**config.mk**
```make
export PLATFORM = sky130hd
export DESIGN_NAME = serial_line_rx_tx_flow_handler_unit
export DESIGN_NICKNAME = d
export VERILOG_FILES = /design/src/rtl/slrx_pkg.sv /design/src/rtl/slrx_cfg.sv /design/src/rtl/slrx_core.sv /design/src/rtl/serial_line_rx_tx_flow_handler_unit.sv
export SDC_FILE = /design/constraint.sdc
export NUM_CORES = 1
export LEC_CHECK = 0
export BUFFER_PORTS_ARGS = -buffer_cell sky130_fd_sc_hd__buf_2
export CAP_MARGIN = 25
export CORE_MARGIN = 5
export CORE_UTILIZATION = 58
export DETAILED_ROUTE_END_ITERATION = 6
export PLACE_DENSITY = 0.84
export SLEW_MARGIN = 40
export SYNTH_ARGS = -nofsm -noshare
export SYNTH_HDL_FRONTEND = slang
export SYNTH_SLANG_ARGS = --single-unit
```
**constraint.sdc**
```tcl
create_clock -name clk -period 2.9 [get_ports clk]
set_input_delay 0.58 -clock clk [delete_from_list [all_inputs] [get_ports clk]]
set_output_delay 0.58 -clock clk [all_outputs]
set_load 0.005 [all_outputs]
```
**src/rtl/slrx_pkg.sv**
```systemverilog
// shared types, codes and constants for the serial line flow handler
package slrx_pkg;

	// flow request and service codes
	typedef enum logic [2:0] {
		OP_SERVICE = 3'd0,
		OP_BLOCK   = 3'd1,
		OP_UNBLOCK = 3'd2,
		OP_FLUSH   = 3'd3,
		OP_START   = 3'd4,
		OP_SUSPEND = 3'd5,
		OP_RESUME  = 3'd6
	} op_t;

	// configuration register indexes
	typedef enum logic [1:0] {
		REG_INPUT_FLAGS = 2'd0,
		REG_START_CHAR  = 2'd1,
		REG_STOP_CHAR   = 2'd2,
		REG_PORT_OPEN   = 2'd3
	} reg_idx_t;

	// line status bit positions
	localparam int unsigned ST_RX    = 0;
	localparam int unsigned ST_TX    = 1;
	localparam int unsigned ST_NOCAR = 2;
	localparam int unsigned ST_FE    = 4;
	localparam int unsigned ST_OVR   = 5;
	localparam int unsigned ST_PE    = 6;

	// input flag bit positions
	localparam int unsigned IF_IXON   = 0;
	localparam int unsigned IF_IXANY  = 1;
	localparam int unsigned IF_INPCK  = 2;
	localparam int unsigned IF_IGNBRK = 3;
	localparam int unsigned IF_BRKINT = 4;
	localparam int unsigned IF_IGNPAR = 5;
	localparam int unsigned IF_PARMRK = 6;
	localparam int unsigned IF_ISTRIP = 7;

	// reset values of the registers
	localparam logic [7:0] INPUT_FLAGS_RST = 8'h00;
	localparam logic [6:0] START_CHAR_RST  = 7'd17;
	localparam logic [6:0] STOP_CHAR_RST   = 7'd19;

	localparam logic [7:0] MARK_BYTE = 8'hFF;

	typedef struct packed {
		logic [2:0] operation;
		logic [7:0] line_status;
		logic [7:0] rx_data;
		logic       tx_pending;
		logic [7:0] tx_next;
	} item_t;

	typedef struct packed {
		logic [1:0] rx_count;
		logic [7:0] rx_first;
		logic [7:0] rx_second;
		logic [7:0] rx_third;
		logic       hangup;
		logic       break_signal;
		logic       flush_queues;
		logic       carrier_up;
		logic       tx_valid;
		logic [7:0] tx_byte;
		logic       tx_irq_on;
	} result_t;

	typedef struct packed {
		logic [7:0] input_flags;
		logic [6:0] start_char;
		logic [6:0] stop_char;
		logic       port_open;
	} cfg_t;

	typedef struct packed {
		logic carrier_on;
		logic output_stopped;
		logic input_blocked;
		logic xon_pending;
		logic xoff_pending;
		logic tx_irq_enabled;
	} line_state_t;

endpackage

```
**src/rtl/slrx_cfg.sv**
```systemverilog
// configuration register bank of the serial line flow handler
module slrx_cfg
	import slrx_pkg::*;
(
	input  logic       clk,
	input  logic       arst_n,
	input  logic       cfg_valid,
	output logic       cfg_ready,
	input  logic [1:0] cfg_index,
	input  logic [7:0] cfg_data,
	output cfg_t       cfg
);

	logic [7:0] input_flags_q;
	logic [6:0] start_char_q;
	logic [6:0] stop_char_q;
	logic       port_open_q;

	// writes are always taken
	assign cfg_ready = 1'b1;

	// register writes
	always_ff @(posedge clk or negedge arst_n) begin
		if (!arst_n) begin
			input_flags_q <= INPUT_FLAGS_RST;
			start_char_q  <= START_CHAR_RST;
			stop_char_q   <= STOP_CHAR_RST;
			port_open_q   <= 1'b0;
		end else if (cfg_valid && cfg_ready) begin
			case (cfg_index)
				REG_INPUT_FLAGS: input_flags_q <= cfg_data;
				REG_START_CHAR:  start_char_q  <= cfg_data[6:0];
				REG_STOP_CHAR:   stop_char_q   <= cfg_data[6:0];
				REG_PORT_OPEN:   port_open_q   <= cfg_data[0];
				default: ;
			endcase
		end
	end

	assign cfg.input_flags = input_flags_q;
	assign cfg.start_char  = start_char_q;
	assign cfg.stop_char   = stop_char_q;
	assign cfg.port_open   = port_open_q;

endmodule

```
**src/rtl/slrx_core.sv**
```systemverilog
// line state and single-pass service/flow logic of the serial line flow handler
module slrx_core
	import slrx_pkg::*;
(
	input  logic    clk,
	input  logic    arst_n,
	input  logic    en,
	input  item_t   item,
	input  cfg_t    cfg,
	output result_t res
);

	line_state_t st_q;
	line_state_t ns;
	logic [7:0]  fl;
	logic [6:0]  ct;
	logic        skip;
	logic        err;

	// next state and result for one item
	always_comb begin
		ns   = st_q;
		res  = '0;
		fl   = cfg.input_flags;
		ct   = item.rx_data[6:0];
		skip = 1'b0;
		err  = item.line_status[ST_FE] | item.line_status[ST_OVR]
			| (item.line_status[ST_PE] & fl[IF_INPCK]);
		case (item.operation)
			OP_BLOCK: begin
				ns.xon_pending    = 1'b0;
				ns.input_blocked  = 1'b1;
				ns.xoff_pending   = 1'b1;
				ns.tx_irq_enabled = 1'b1;
			end
			OP_UNBLOCK: begin
				ns.xoff_pending   = 1'b0;
				ns.input_blocked  = 1'b0;
				ns.xon_pending    = 1'b1;
				ns.tx_irq_enabled = 1'b1;
			end
			OP_FLUSH: begin
				if (st_q.input_blocked) begin
					ns.xoff_pending   = 1'b0;
					ns.input_blocked  = 1'b0;
					ns.xon_pending    = 1'b1;
					ns.tx_irq_enabled = 1'b1;
				end
			end
			OP_START: begin
				if (!st_q.output_stopped && item.tx_pending)
					ns.tx_irq_enabled = 1'b1;
			end
			OP_SUSPEND: begin
				ns.output_stopped = 1'b1;
			end
			OP_RESUME: begin
				ns.output_stopped = 1'b0;
				if (item.tx_pending)
					ns.tx_irq_enabled = 1'b1;
			end
			OP_SERVICE: begin
				if (item.line_status[ST_NOCAR]) begin
					// carrier loss
					if (st_q.carrier_on && cfg.port_open) begin
						res.hangup       = 1'b1;
						res.flush_queues = 1'b1;
					end
					ns.carrier_on = 1'b0;
				end else begin
					if (!st_q.carrier_on) begin
						res.carrier_up = 1'b1;
						ns.carrier_on  = 1'b1;
					end
					// reception
					if (item.line_status[ST_RX]) begin
						if (fl[IF_IXON]) begin
							if (st_q.output_stopped) begin
								if (ct == cfg.start_char || fl[IF_IXANY]) begin
									ns.output_stopped = 1'b0;
									if (item.tx_pending)
										ns.tx_irq_enabled = 1'b1;
								end
							end else if (ct == cfg.stop_char) begin
								ns.output_stopped = 1'b1;
							end
							if (ct == cfg.start_char || ct == cfg.stop_char)
								skip = 1'b1;
						end
						if (!skip) begin
							if (err) begin
								if (item.rx_data == 8'h00) begin
									if (fl[IF_IGNBRK]) begin
										skip = 1'b1;
									end else if (fl[IF_BRKINT]) begin
										res.break_signal = 1'b1;
										res.flush_queues = 1'b1;
										skip = 1'b1;
									end
								end else if (fl[IF_IGNPAR]) begin
									skip = 1'b1;
								end
								if (!skip) begin
									if (fl[IF_PARMRK]) begin
										res.rx_first = MARK_BYTE;
										res.rx_third = item.rx_data;
										res.rx_count = 2'd3;
									end else begin
										res.rx_count = 2'd1;
									end
								end
							end else if (fl[IF_ISTRIP]) begin
								res.rx_first = {1'b0, ct};
								res.rx_count = 2'd1;
							end else if (item.rx_data == MARK_BYTE && fl[IF_PARMRK]) begin
								res.rx_first  = MARK_BYTE;
								res.rx_second = MARK_BYTE;
								res.rx_count  = 2'd2;
							end else begin
								res.rx_first = item.rx_data;
								res.rx_count = 2'd1;
							end
						end
					end
					// transmit slot: xon, then xoff, then host data
					if (ns.tx_irq_enabled && item.line_status[ST_TX]) begin
						if (ns.xon_pending) begin
							res.tx_valid   = 1'b1;
							res.tx_byte    = {1'b0, cfg.start_char};
							ns.xon_pending = 1'b0;
						end else if (ns.xoff_pending) begin
							res.tx_valid    = 1'b1;
							res.tx_byte     = {1'b0, cfg.stop_char};
							ns.xoff_pending = 1'b0;
						end else if (!ns.output_stopped && item.tx_pending) begin
							res.tx_valid = 1'b1;
							res.tx_byte  = item.tx_next;
						end else begin
							ns.tx_irq_enabled = 1'b0;
						end
					end
				end
			end
			default: ;
		endcase
		res.tx_irq_on = ns.tx_irq_enabled;
	end

	// line state update per processed item
	always_ff @(posedge clk or negedge arst_n) begin
		if (!arst_n) begin
			st_q <= '0;
		end else if (en) begin
			st_q <= ns;
		end
	end

endmodule

```
**src/rtl/serial_line_rx_tx_flow_handler_unit.sv**
```systemverilog
// top level of the serial line service and flow-control handler
//
// One item channel (item_valid/item_stall/item) carries either a line
// service event or a flow request; one result channel
// (result_valid/result_stall/result) returns exactly one result per item.
// Configuration registers are written over cfg_valid/cfg_ready with
// cfg_index and cfg_data; the user must write them only while no item is
// in flight, which the block itself does not enforce. An accepted item
// is held in an input register, processed by one pass of flag and
// byte-compare logic and stored in the result register, from which it is
// taken when result_stall is low. One item can be taken every cycle
// unless the receiver stalls; the single-pass service logic sets the rate.
// When the receiver stalls, the result register holds and the input
// register still takes one more item; item_stall rises only when both
// stages are full. Reset clears both stages, the line state and the
// configuration registers to their defaults.
module serial_line_rx_tx_flow_handler_unit
	import slrx_pkg::*;
(
	input  logic       clk,
	input  logic       arst_n,
	input  logic       item_valid,
	output logic       item_stall,
	input  item_t      item,
	output logic       result_valid,
	input  logic       result_stall,
	output result_t    result,
	input  logic       cfg_valid,
	output logic       cfg_ready,
	input  logic [1:0] cfg_index,
	input  logic [7:0] cfg_data
);

	cfg_t    cfg;
	item_t   item_s1;
	logic    valid_s1;
	result_t result_s2;
	logic    valid_s2;
	result_t core_res;
	logic    advance;

	slrx_cfg u_cfg (
		.clk       (clk),
		.arst_n    (arst_n),
		.cfg_valid (cfg_valid),
		.cfg_ready (cfg_ready),
		.cfg_index (cfg_index),
		.cfg_data  (cfg_data),
		.cfg       (cfg)
	);

	slrx_core u_core (
		.clk    (clk),
		.arst_n (arst_n),
		.en     (advance && valid_s1),
		.item   (item_s1),
		.cfg    (cfg),
		.res    (core_res)
	);

	// stage handshake
	assign advance    = !valid_s2 || !result_stall;
	assign item_stall = valid_s1 && !advance;

	// input register
	always_ff @(posedge clk or negedge arst_n) begin
		if (!arst_n) begin
			valid_s1 <= 1'b0;
		end else if (!item_stall) begin
			valid_s1 <= item_valid;
		end
	end

	always_ff @(posedge clk) begin
		if (item_valid && !item_stall)
			item_s1 <= item;
	end

	// result register
	always_ff @(posedge clk or negedge arst_n) begin
		if (!arst_n) begin
			valid_s2 <= 1'b0;
		end else if (advance) begin
			valid_s2 <= valid_s1;
		end
	end

	always_ff @(posedge clk) begin
		if (advance && valid_s1)
			result_s2 <= core_res;
	end

	assign result_valid = valid_s2;
	assign result       = result_s2;

`ifndef SYNTH
	// input side stalls only with a full, stalled result stage
	a_stall_cause: assert property (@(posedge clk) disable iff (!arst_n)
		item_stall |-> (result_valid && result_stall))
		else $error("item stalled without a stalled result");

	// a transmitted byte keeps the transmit interrupt on
	a_tx_irq: assert property (@(posedge clk) disable iff (!arst_n)
		(result_valid && result.tx_valid) |-> result.tx_irq_on)
		else $error("byte sent with transmit interrupt off");

	// flush comes only from hangup or break
	a_flush_cause: assert property (@(posedge clk) disable iff (!arst_n)
		(result_valid && result.flush_queues) |-> (result.hangup || result.break_signal))
		else $error("flush without hangup or break");

	// carrier loss and carrier gain never in one result
	a_carrier_excl: assert property (@(posedge clk) disable iff (!arst_n)
		result_valid |-> !(result.hangup && result.carrier_up))
		else $error("hangup and carrier up together");

	// no reception or transmission on hangup
	a_hangup_quiet: assert property (@(posedge clk) disable iff (!arst_n)
		(result_valid && result.hangup) |-> (result.rx_count == 2'd0 && !result.tx_valid))
		else $error("data moved on hangup");
`endif

endmodule
```
==> impl_metrics.py, run 1 <==
metrics = {
    "sta": {
        "maxSlewHeadroom": 0.522,
        "tightest_slew_ns": 0.714,
        "clock_skew_ns": 0.0146,
        "setup_violations": 0,
        "max_freq_ghz": 0.463,
        "slew_viol_final": 0,
        "finalHoldViolCount": 0,
        "fin_crit_sh": 0.745,
        "layout_setup_ws_ns": 0.740,
        "setup_tns_ns": 0,
        "period_needed_ns": 2.16,
        "rsz0062_at_grt": "no",
        "whs_ns": 0.269,
    },
    "synthesis": {
        "synth-adder-area-share": 0,
        "async_reset_ff_frac": 0.344,
        "synth_area_mm2": 0.00401,
        "synth_area_leaders": "edfxtp_1 44%, dfrtp_1 16%, mux2_2 6.5%, dfstp_2 3.3%, xnor2_1 2.6%",
        "synth_compound_area_frac": 0.0961,
        "yosys_warnings": 0,
        "synth_ff_type": "edfxtp_1",
        "synth_xor_area_frac": 0.0306,
        "synth_edf_count": 59,
        "ys_types": 54,
        "synth_seq_cells": 90,
        "synth_top_family_by_area": "simple AND/OR/NAND/NOR gates",
        "synthMuxAreaShare": 0.0671,
        "ys_top_cells_by_count": "59 x edfxtp_1, 26 x dfrtp_1, 23 x mux2_2",
        "syn_avg_cell_area_um2": 13.4,
        "synth.top_cell.area_share": 0.442,
        "synth_top_area_cell": "edfxtp_1",
        "synthCells": 300,
        "syn_nets": 343,
        "synth-simple-area-share": 0.123,
        "yosysMostFrequentCell": "edfxtp_1",
        "ys_seq_area_frac": 0.637,
    },
    "final_layout": {
        "fin_area_mm2": 0.00461,
        "area_delta_synth_final_pct": 14.9,
        "finalNonFillerCells": 461,
        "nNetsFinal": 419,
        "fin_util": 0.682,
        "antenna_cells": 0,
        "drive_gt1_frac": 0.367,
    },
    "pwr": {
        "power_mw": 2.91,
        "leakage_nw": 1.85,
        "peakVddDrop_mv": 0.309,
        "power_per_cell_area_mw_per_mm2": 631,
    },
    "floorplan": {
        "dieArea_mm2": 0.00868,
        "coreArea_mm2": 0.00676,
        "chipHeight_um": 93.2,
        "num_rows": 30,
        "die_x_um": 93.2,
        "start_util": 0.594,
        "io_pins": 86,
    },
    "placed_design": {
        "preCtsSetupSlack_ns": 0.791,
        "postPlaceCellArea_mm2": 0.00442,
        "io_buffers": 82,
        "post-place-cells": 445,
        "gp_congestion": 0.908,
        "dp_hpwl_um": 6000,
    },
    "setup_path": {
        "crit_family": "compound AO/OA/AOI/OAI gates",
        "crit_fanout": 9,
        "path_buf_inv": 0,
        "crit_arrival_ns": 2.29,
        "crit_slowest_cell": "edfxtp_1",
        "end_kind": "flip-flop",
        "start_kind": "flip-flop",
        "critPathKind": "reg2reg",
        "required_ns": 3.03,
        "crit_path_cell_trace": "xnor2_1 -> nand4_1 -> o2bb2ai_1 -> and2_1 -> o211ai_2 -> a221oi_1",
        "slowest_delay_ns": 0.51,
    },
    "clock_network": {
        "postCtsSetupRepairBufs": 0,
        "cts_tree": "done",
        "path_clk_slew_ns": 0.09,
        "cts_hold_buf": 0,
        "cts.root.buffer_cell": "clkbuf_8",
        "cts_buffer_depth": 2,
        "cts_max_level": 3,
        "clkLatencyLatePin_ns": 0.36,
        "cts_resized": 0,
        "cts_buffers": 9,
        "clock-sinks": 90,
    },
    "global_routing": {
        "grt_max_degree": 34,
        "overflow": 0,
        "first_global_vias": 2597,
        "grt_first_pass_wirelength_um": 13100,
        "antenna_found_initial": 0,
        "grt_usage": 0.200,
    },
    "drt": {
        "drtAntennaViolNets": 0,
        "wirelength_um": 8180,
        "drtIter0Drc": 241,
        "routedWlPerCell_um": 17.7,
        "drtPass1Iterations": 4,
        "via_count": 2719,
        "via_per_inst": 5.90,
        "drc": 0,
    },
    "worst_hold_path": {
        "hold_class": "in2async",
    },
    "outcome": {
        "status": "finished clean",
    },
    "job": {
        "cap_violations": 0,
    },
}
-- registers in the layout, summed over array words and instances, names as in the netlist --
register / cells
result_valid: 1
u_cfg.port_open_q: 1
u_cfg.start_char_q: 7
result: 33
u_cfg.input_flags_q: 8
item_s1: 26
valid_s1: 1
u_core.st_q: 6
u_cfg.stop_char_q: 7
-- routing by layer --
metal | vias to the layer above | GRT usage | wire length [um]
met4 | 0 | 0.104 | 174
met1 | 1318 | 0.267 | 3450
met2 | 116 | 0.313 | 3960
li1 | 1272 | - | -
met5 | - | 0 | 0
met3 | 13 | 0.0378 | 588
-- final timing paths --
check / end / from / slack (ns) / depth (start not counted)
min: u_cfg.start_char_q[2] / arst_n / 0.27 / 1
max reg2reg: result[3] / item_s1[10] / 0.74 / 6
max in group asynchronous: u_cfg.input_flags_q[0] / arst_n / 2.18 / 1
min in group clk: item_s1[26] / item[26] / 0.40 / 1
min reg2reg: result_valid / valid_s1 / 0.51 / 1
max: result[3] / item_s1[10] / 0.74 / 6
-- cells in the final DEF, fill, tap and decap left out, drive strengths merged, types with 3 or more instances in the layout --
| cell type | Yosys | layout |
|---|---|---|
| nand4 | 6 | 6 |
| o211ai | 3 | 3 |
| dfrtp | 26 | 26 |
| xnor2 | 12 | 12 |
| clkinv | 0 | 3 |
| buf | 12 | 84 |
| nand3 | 6 | 6 |
| edfxtp | 59 | 59 |
| nor4 | 4 | 4 |
| mux2 | 23 | 23 |
| nand3b | 3 | 3 |
| a21oi | 13 | 13 |
| nand2b | 6 | 6 |
| nor2 | 15 | 15 |
| o31ai | 8 | 8 |
| a221oi | 7 | 7 |
| o21ai | 7 | 7 |
| nor3 | 4 | 4 |
| clkbuf | 7 | 9 |
| inv | 17 | 18 |
| nand4b | 8 | 8 |
| dfstp | 5 | 5 |
| nand2 | 18 | 18 |
-- power breakdown --
| group | internal, mW | switching, mW |
|---|---|---|
| registers | 1.52 | 0.157 |
| clock network | 0.396 | 0.430 |
| logic | 0.209 | 0.195 |
-- logic make-up after synthesis --
logic type	after synthesis
AO/OA/AOI/OAI	54
AND/OR/NAND/NOR	81
buffers and inverters	36
multiplexers	24
XOR/XNOR	14
other	1
flip-flops	90
-- worst reg2reg max path: cells and delay by family (launching register included) --
family                    cells  cell delay [ns]
and+or+nand+nor               2             0.36
AOI/OAI and AO/OA             3             0.82
xor gates and xnor gates      1             0.26
DFF                           1             0.51
-- cell type report --
class	count	area, um^2
Clock inverter	7	68.8
Clock buffer	9	124
Sequential cell	90	2550
Inverter	17	63.8
Fill cell	483	2150
Multi-Input combinational cell	174	1270
Timing Repair Buffer	84	425
Tap cell	80	100
No activity file was read; power rests on OpenSTA's default activity.
==> inputs of run 2 (changes only) <==
- ABC_AREA: default -> 1
- CORE_UTILIZATION: 58 -> 54
- PLACE_DENSITY: 0.84 -> 0.79
- clock period: 2.9 -> 2 ns (I/O delays scaled with it)
==> run 2 against run 1 <==
Compared with the run above: power increased by 55%; fmax rose by 14%; combinational power increased by 84%; utilization decreased by 2.3 points; critical endpoint is now result[1]; critical path type unchanged; setup slack worse by 0.63 ns.
==> impl_metrics.py, run 2 <==
metrics = {
    "placed_design": {
        "postPlaceCellArea_mm2": 0.00448,
        "post-place-cells": 561,
        "gp_congestion": 0.898,
        "dp_hpwl_um": 5900,
        "io_buffers": 82,
    },
    "synthesis": {
        "synth_top_area_cell": "edfxtp_1",
        "async_reset_ff_frac": 0.344,
        "syn_nets": 434,
        "synth_area_leaders": "edfxtp_1 44%, dfrtp_1 16%, nand2_1 8.7%, o21ai_0 3.9%, inv_1 3.8%",
        "ys_seq_area_frac": 0.638,
        "synth_top_family_by_area": "simple AND/OR/NAND/NOR gates",
        "syn_avg_cell_area_um2": 10.2,
        "synth_xor_area_frac": 0.0109,
        "synth.top_cell.area_share": 0.443,
        "synth_ff_type": "edfxtp_1",
        "synth_edf_count": 59,
        "synth_compound_area_frac": 0.104,
        "yosys_warnings": 0,
        "synthMuxAreaShare": 0,
        "synth-adder-area-share": 0,
        "yosysMostFrequentCell": "nand2_1",
        "synth_area_mm2": 0.00400,
        "ys_top_cells_by_count": "93 x nand2_1, 59 x edfxtp_1, 41 x inv_1",
        "ys_types": 34,
        "synth_seq_cells": 90,
        "synthCells": 391,
        "synth-simple-area-share": 0.174,
    },
    "floorplan": {
        "num_rows": 31,
        "io_pins": 86,
        "chipHeight_um": 96.1,
        "coreArea_mm2": 0.00725,
        "start_util": 0.552,
        "dieArea_mm2": 0.00923,
        "die_x_um": 96.1,
    },
    "sta": {
        "rsz0062_at_grt": "yes",
        "maxSlewHeadroom": 0.635,
        "whs_ns": 0.212,
        "max_freq_ghz": 0.529,
        "finalHoldViolCount": 0,
        "setup_violations": 0,
        "tightest_slew_ns": 0.547,
        "fin_crit_sh": 0.945,
        "slew_viol_final": 0,
        "period_needed_ns": 1.89,
        "clock_skew_ns": 0.00925,
        "setup_tns_ns": 0,
    },
    "setup_path": {
        "crit_arrival_ns": 2.10,
        "r2r-start": "u_cfg.start_char_q[4]",
        "r2r_cells": 10,
        "rrSetupSlack_ns": 0.11,
        "crit_fanout": 8,
        "cp.depth": 10,
        "path_buf_inv": 1,
        "cpMostUsedCell": "nand2_2",
        "required_ns": 2.21,
        "slowest_delay_ns": 0.57,
        "crit_path_cell_trace": "inv_2 -> nand2_2 -> nand2_2 -> nor2_2 -> nand2_2 -> o21bai_4 -> nand3_2 -> a21oi_4 -> o211ai_1 -> a21oi_1",
        "cp-startpoint": "u_cfg.start_char_q[4]",
        "end_kind": "flip-flop",
        "critical_path.endpoint": "result[1]",
        "crit_family": "compound AO/OA/AOI/OAI gates",
        "crit_slowest_cell": "dfstp_2",
        "critPathKind": "reg2reg",
        "r2r-end": "result[1]",
        "start_kind": "flip-flop",
    },
    "final_layout": {
        "final_cell_mix": "86 x nand2_1, 81 x buf_2, 59 x edfxtp_1",
        "finalNonFillerCells": 583,
        "mostFrequentLayoutCell": "nand2_1",
        "drive_gt1_frac": 0.304,
        "fin_area_mm2": 0.00478,
        "antenna_cells": 0,
        "largest_register_ffs": 33,
        "nNetsFinal": 522,
        "area_delta_synth_final_pct": 19.4,
        "nFillCells": 594,
    },
    "clock_network": {
        "path_clk_slew_ns": 0.09,
        "cts.root.buffer_cell": "clkbuf_8",
        "cts_buffers": 9,
        "clock-sinks": 90,
        "cts_max_level": 3,
        "cts_buffer_depth": 2,
        "clkLatencyLatePin_ns": 0.36,
        "cts_tree": "done",
    },
    "global_routing": {
        "grt_first_pass_wirelength_um": 12900,
        "grt_max_degree": 32,
        "first_global_vias": 2789,
        "overflow": 0,
        "grt_usage": 0.187,
        "antenna_found_initial": 0,
    },
    "drt": {
        "routedWlPerCell_um": 13.7,
        "via_per_inst": 5.05,
        "drtAntennaViolNets": 0,
        "drtPass1Iterations": 4,
        "wirelength_um": 7990,
        "drtIter0Drc": 203,
        "via_count": 2944,
        "drc": 0,
    },
    "worst_hold_path": {
        "hold_class": "in2reg",
    },
    "pwr": {
        "power_per_cell_area_mw_per_mm2": 944,
        "power_mw": 4.51,
        "leakage_nw": 2.13,
        "peakVddDrop_mv": 0.490,
    },
    "outcome": {
        "status": "finished clean",
    },
    "job": {
        "cap_violations": 0,
    },
}
==> run 2: cell types whose count changed after synthesis, moves of 4 or more <==
cell and change:
nand4b_1 -8, nand2_1 +75, inv_2 +9, nand2b_1 -6, nor2_1 +18, o211ai_1 +4
nand3_1 +13, o21ai_0 +25, mux2_2 -23, inv_1 +24, a221oi_1 -7, xnor2_1 -8
a21oi_1 +7
==> run 2: stage by stage <==
step / util / setup WS, ns
2_1_floorplan: - / 0.238
3_5_place_dp: 0.618 / 0.0941
3_3_place_gp: 0.618 / 0.181
4_1_cts: 0.648 / 0.0729
6_report: 0.659 / 0.111
5_1_grt: 0.659 / -0.0200
==> run 2: routing by layer <==
layer	global-route usage	up-vias	part of all wire
met3	0.0297	16	0.083
met1	0.252	1323	0.42
li1	-	1483	-
met4	0.0912	0	0.021
met5	0	-	0
met2	0.297	122	0.47
==> run 2: repair_timing <==
| item | in CTS | in global routing |
|---|---|---|
| setup endpoints to repair | 0 | 26 |
| hold endpoints to repair | 0 | 5 |
| buffers inserted | 0 | 5 |
| gates resized for setup | 0 | 13 |
| hold buffers | 0 | 1 |
==> run 2: logic make-up after synthesis <==
group | Yosys count
AO/OA/AOI/OAI | 70
XOR/XNOR | 5
buffers and inverters | 66
flip-flops | 90
other | 1
AND/OR/NAND/NOR | 159
==> run 2: cell type report <==
cell class	instances	area, um^2	area share
Sequential cell	90	2550	0.534
Multi-Input combinational cell	235	1200	0.251
Timing Repair Buffer	93	498	0.104
Inverter	50	188	0.0393
Clock buffer	10	128	0.0267
Tap cell	99	124	0.0259
Clock inverter	6	90.1	0.0188
==> run 2: worst min path at each step <==
stage	to	depth (start not counted)	slack [ns]	from
detailed placement	u_cfg.input_flags_q[2]	2	0.48	u_cfg.input_flags_q[2]
global route	item_s1[16]	1	0.19	item[16]
finish	item_s1[12]	1	0.21	item[12]
floorplan	result_valid	0	0.10	arst_n
CTS	result_valid	1	0.11	arst_n
global placement	u_cfg.input_flags_q[1]	2	0.47	u_cfg.input_flags_q[1]
==> run 2: worst reg2reg max path, stage by stage (launching register included) <==
cell	delay [ns]
dfstp_2	0.57
inv_2	0.04
nand2_2	0.05
nand2_2	0.06
nor2_2	0.10
nand2_2	0.09
o21bai_4	0.16
nand3_2	0.11
a21oi_4	0.27
o211ai_1	0.15
a21oi_1	0.16
==> run 2: report_power, final <==
part | total, mW | internal (mW) | leakage, nW | switching, mW
sequential | 2.44 | 2.25 | 0.948 | 0.190
clock | 1.33 | 0.708 | 0.107 | 0.621
combinational | 0.745 | 0.295 | 1.08 | 0.450
==> inputs of run 3 (changes only) <==
- MAX_ROUTING_LAYER: default -> met4
==> run 3 against run 2 <==
Compared with the run above: final cell count rose by 0.86%; clock skew is 0.0053 ns higher; sequential share of layout area fell by 0.62 points; register-to-register slack hardly changed; largest power group unchanged; global-route usage rose by 0.84 points; fmax decreased by 0.65%; flip-flop and latch count unchanged; non-clock buffer count up 4; sequential power about the same.
==> impl_metrics.py, run 3 (synthesized netlist as in run 2, its figures left out) <==
metrics = {
    "setup_path": {
        "slowest_delay_ns": 0.56,
        "rrSetupSlack_ns": 0.1,
        "start_kind": "flip-flop",
        "r2r_cells": 10,
        "end_kind": "flip-flop",
        "crit_path_cell_trace": "inv_1 -> nand2_1 -> nand2_1 -> nor2_2 -> nand2_2 -> o21bai_4 -> nand3_2 -> a21oi_4 -> o211ai_1 -> a21oi_1",
        "crit_slowest_cell": "dfstp_2",
        "r2r-start": "u_cfg.start_char_q[0]",
        "cpMostUsedCell": "nand2_1",
        "crit_family": "compound AO/OA/AOI/OAI gates",
        "crit_fanout": 8,
        "crit_arrival_ns": 2.11,
        "critPathKind": "reg2reg",
        "required_ns": 2.21,
        "r2r-end": "result[7]",
        "path_buf_inv": 1,
    },
    "drt": {
        "drtIter0Drc": 153,
        "drtAntennaViolNets": 0,
        "routedWlPerCell_um": 14.3,
        "via_per_inst": 5.19,
        "via_count": 3053,
        "drtPass1Iterations": 5,
        "drc": 0,
        "wirelength_um": 8420,
    },
    "sta": {
        "tightest_slew_ns": 0.509,
        "maxSlewHeadroom": 0.660,
        "layout_setup_ws_ns": 0.0985,
        "finalHoldViolCount": 0,
        "period_needed_ns": 1.90,
        "slew_viol_final": 0,
        "fin_crit_sh": 0.951,
        "clock_skew_ns": 0.0145,
        "max_freq_ghz": 0.526,
        "setup_violations": 0,
    },
    "clock_network": {
        "cts_tree": "done",
        "cts_buffer_depth": 2,
        "cts_buffers": 9,
        "cts.root.buffer_cell": "clkbuf_8",
        "clkLatencyLatePin_ns": 0.35,
        "cts_max_level": 3,
        "path_clk_slew_ns": 0.09,
        "clock-sinks": 90,
    },
    "final_layout": {
        "drive_gt1_frac": 0.303,
        "area_delta_synth_final_pct": 20.9,
        "mostFrequentLayoutCell": "nand2_1",
        "nFillCells": 576,
        "antenna_cells": 0,
        "nNetsFinal": 527,
        "largest_register_ffs": 33,
        "fin_util": 0.667,
        "final_cell_mix": "90 x nand2_1, 81 x buf_2, 59 x edfxtp_1",
    },
    "placed_design": {
        "preCtsSetupSlack_ns": 0.122,
        "io_buffers": 82,
        "dp_hpwl_um": 6060,
        "gp_congestion": 0.896,
    },
    "floorplan": {
        "num_rows": 31,
        "dieArea_mm2": 0.00923,
        "start_util": 0.552,
        "coreArea_mm2": 0.00725,
        "chipHeight_um": 96.1,
        "die_x_um": 96.1,
        "io_pins": 86,
    },
    "outcome": {
        "status": "finished clean",
    },
    "global_routing": {
        "grt_first_pass_wirelength_um": 13000,
        "overflow": 0,
        "grt_max_degree": 32,
        "first_global_vias": 2748,
        "antenna_found_initial": 0,
        "grt_usage": 0.196,
    },
    "pwr": {
        "leakage_nw": 2.16,
        "power_per_cell_area_mw_per_mm2": 964,
        "peakVddDrop_mv": 0.590,
    },
    "worst_hold_path": {
        "hold_path.startpoint": "item[16]",
        "holdPathEnd": "item_s1[16]",
        "hold_class": "in2reg",
        "hold-path-cell-count": 1,
    },
    "job": {
        "cap_violations": 0,
    },
}
[run 3: timing repair]
item                       4_1_cts  5_1_grt
gates resized for setup          0        8
hold endpoints to repair         0        3
hold buffers                     0        1
setup buffers                    0        9
setup endpoints to repair        0       26
[run 3: report_power, final]
part	internal, mW	total (mW)	switching, mW	leakage [nW]
logic	0.302	0.763	0.461	1.10
registers	2.25	2.44	0.194	0.948
clock network	0.827	1.46	0.631	0.113
total	3.38	4.66	1.29	2.16
[run 3: metrics by stage]
step	instance area, um^2	total power, mW	setup TNS [ns]	instances	hold WS (ns)
floorplan	4010	2.91	0	391	0.104
global placement	4480	3.15	0	561	0.464
detailed placement	4480	3.19	0	561	0.483
CTS	4720	4.62	0	577	0.131
global route	4840	4.91	-0.0232	588	0.191
finish	4840	4.66	0	588	0.214
[run 3: worst max path at each step]
stage | end | start | cells past startpoint | slack (ns)
after floorplan | u_core.st_q[1] | result_stall | 8 | 0.24
after global placement | result[5] | u_cfg.start_char_q[4] | 10 | 0.18
after detailed placement | result[33] | u_cfg.stop_char_q[1] | 10 | 0.12
after CTS | result[4] | u_cfg.start_char_q[4] | 12 | 0.11
after global routing | result[5] | u_cfg.start_char_q[4] | 10 | -0.02
final | result[7] | u_cfg.start_char_q[0] | 10 | 0.1
[run 3: area by class of cell]
| cell class | instances | area (um^2) | share of cell area |
|---|---|---|---|
| sequential | 90 | 2550 | 0.528 |
| multi-input combinational | 236 | 1200 | 0.248 |
| timing repair buffer | 97 | 528 | 0.109 |
| inverter | 50 | 188 | 0.0388 |
| clock buffer | 9 | 124 | 0.0256 |
| tap | 99 | 124 | 0.0256 |
| clock inverter | 7 | 118 | 0.0243 |
[run 3: layer usage]
layer | vias up | track usage | part of all wire
met5 | - | - | 0
met4 | 0 | 0.0806 | 0.023
met3 | 20 | 0.0328 | 0.057
met2 | 113 | 0.301 | 0.49
met1 | 1428 | 0.259 | 0.43
li1 | 1492 | - | -
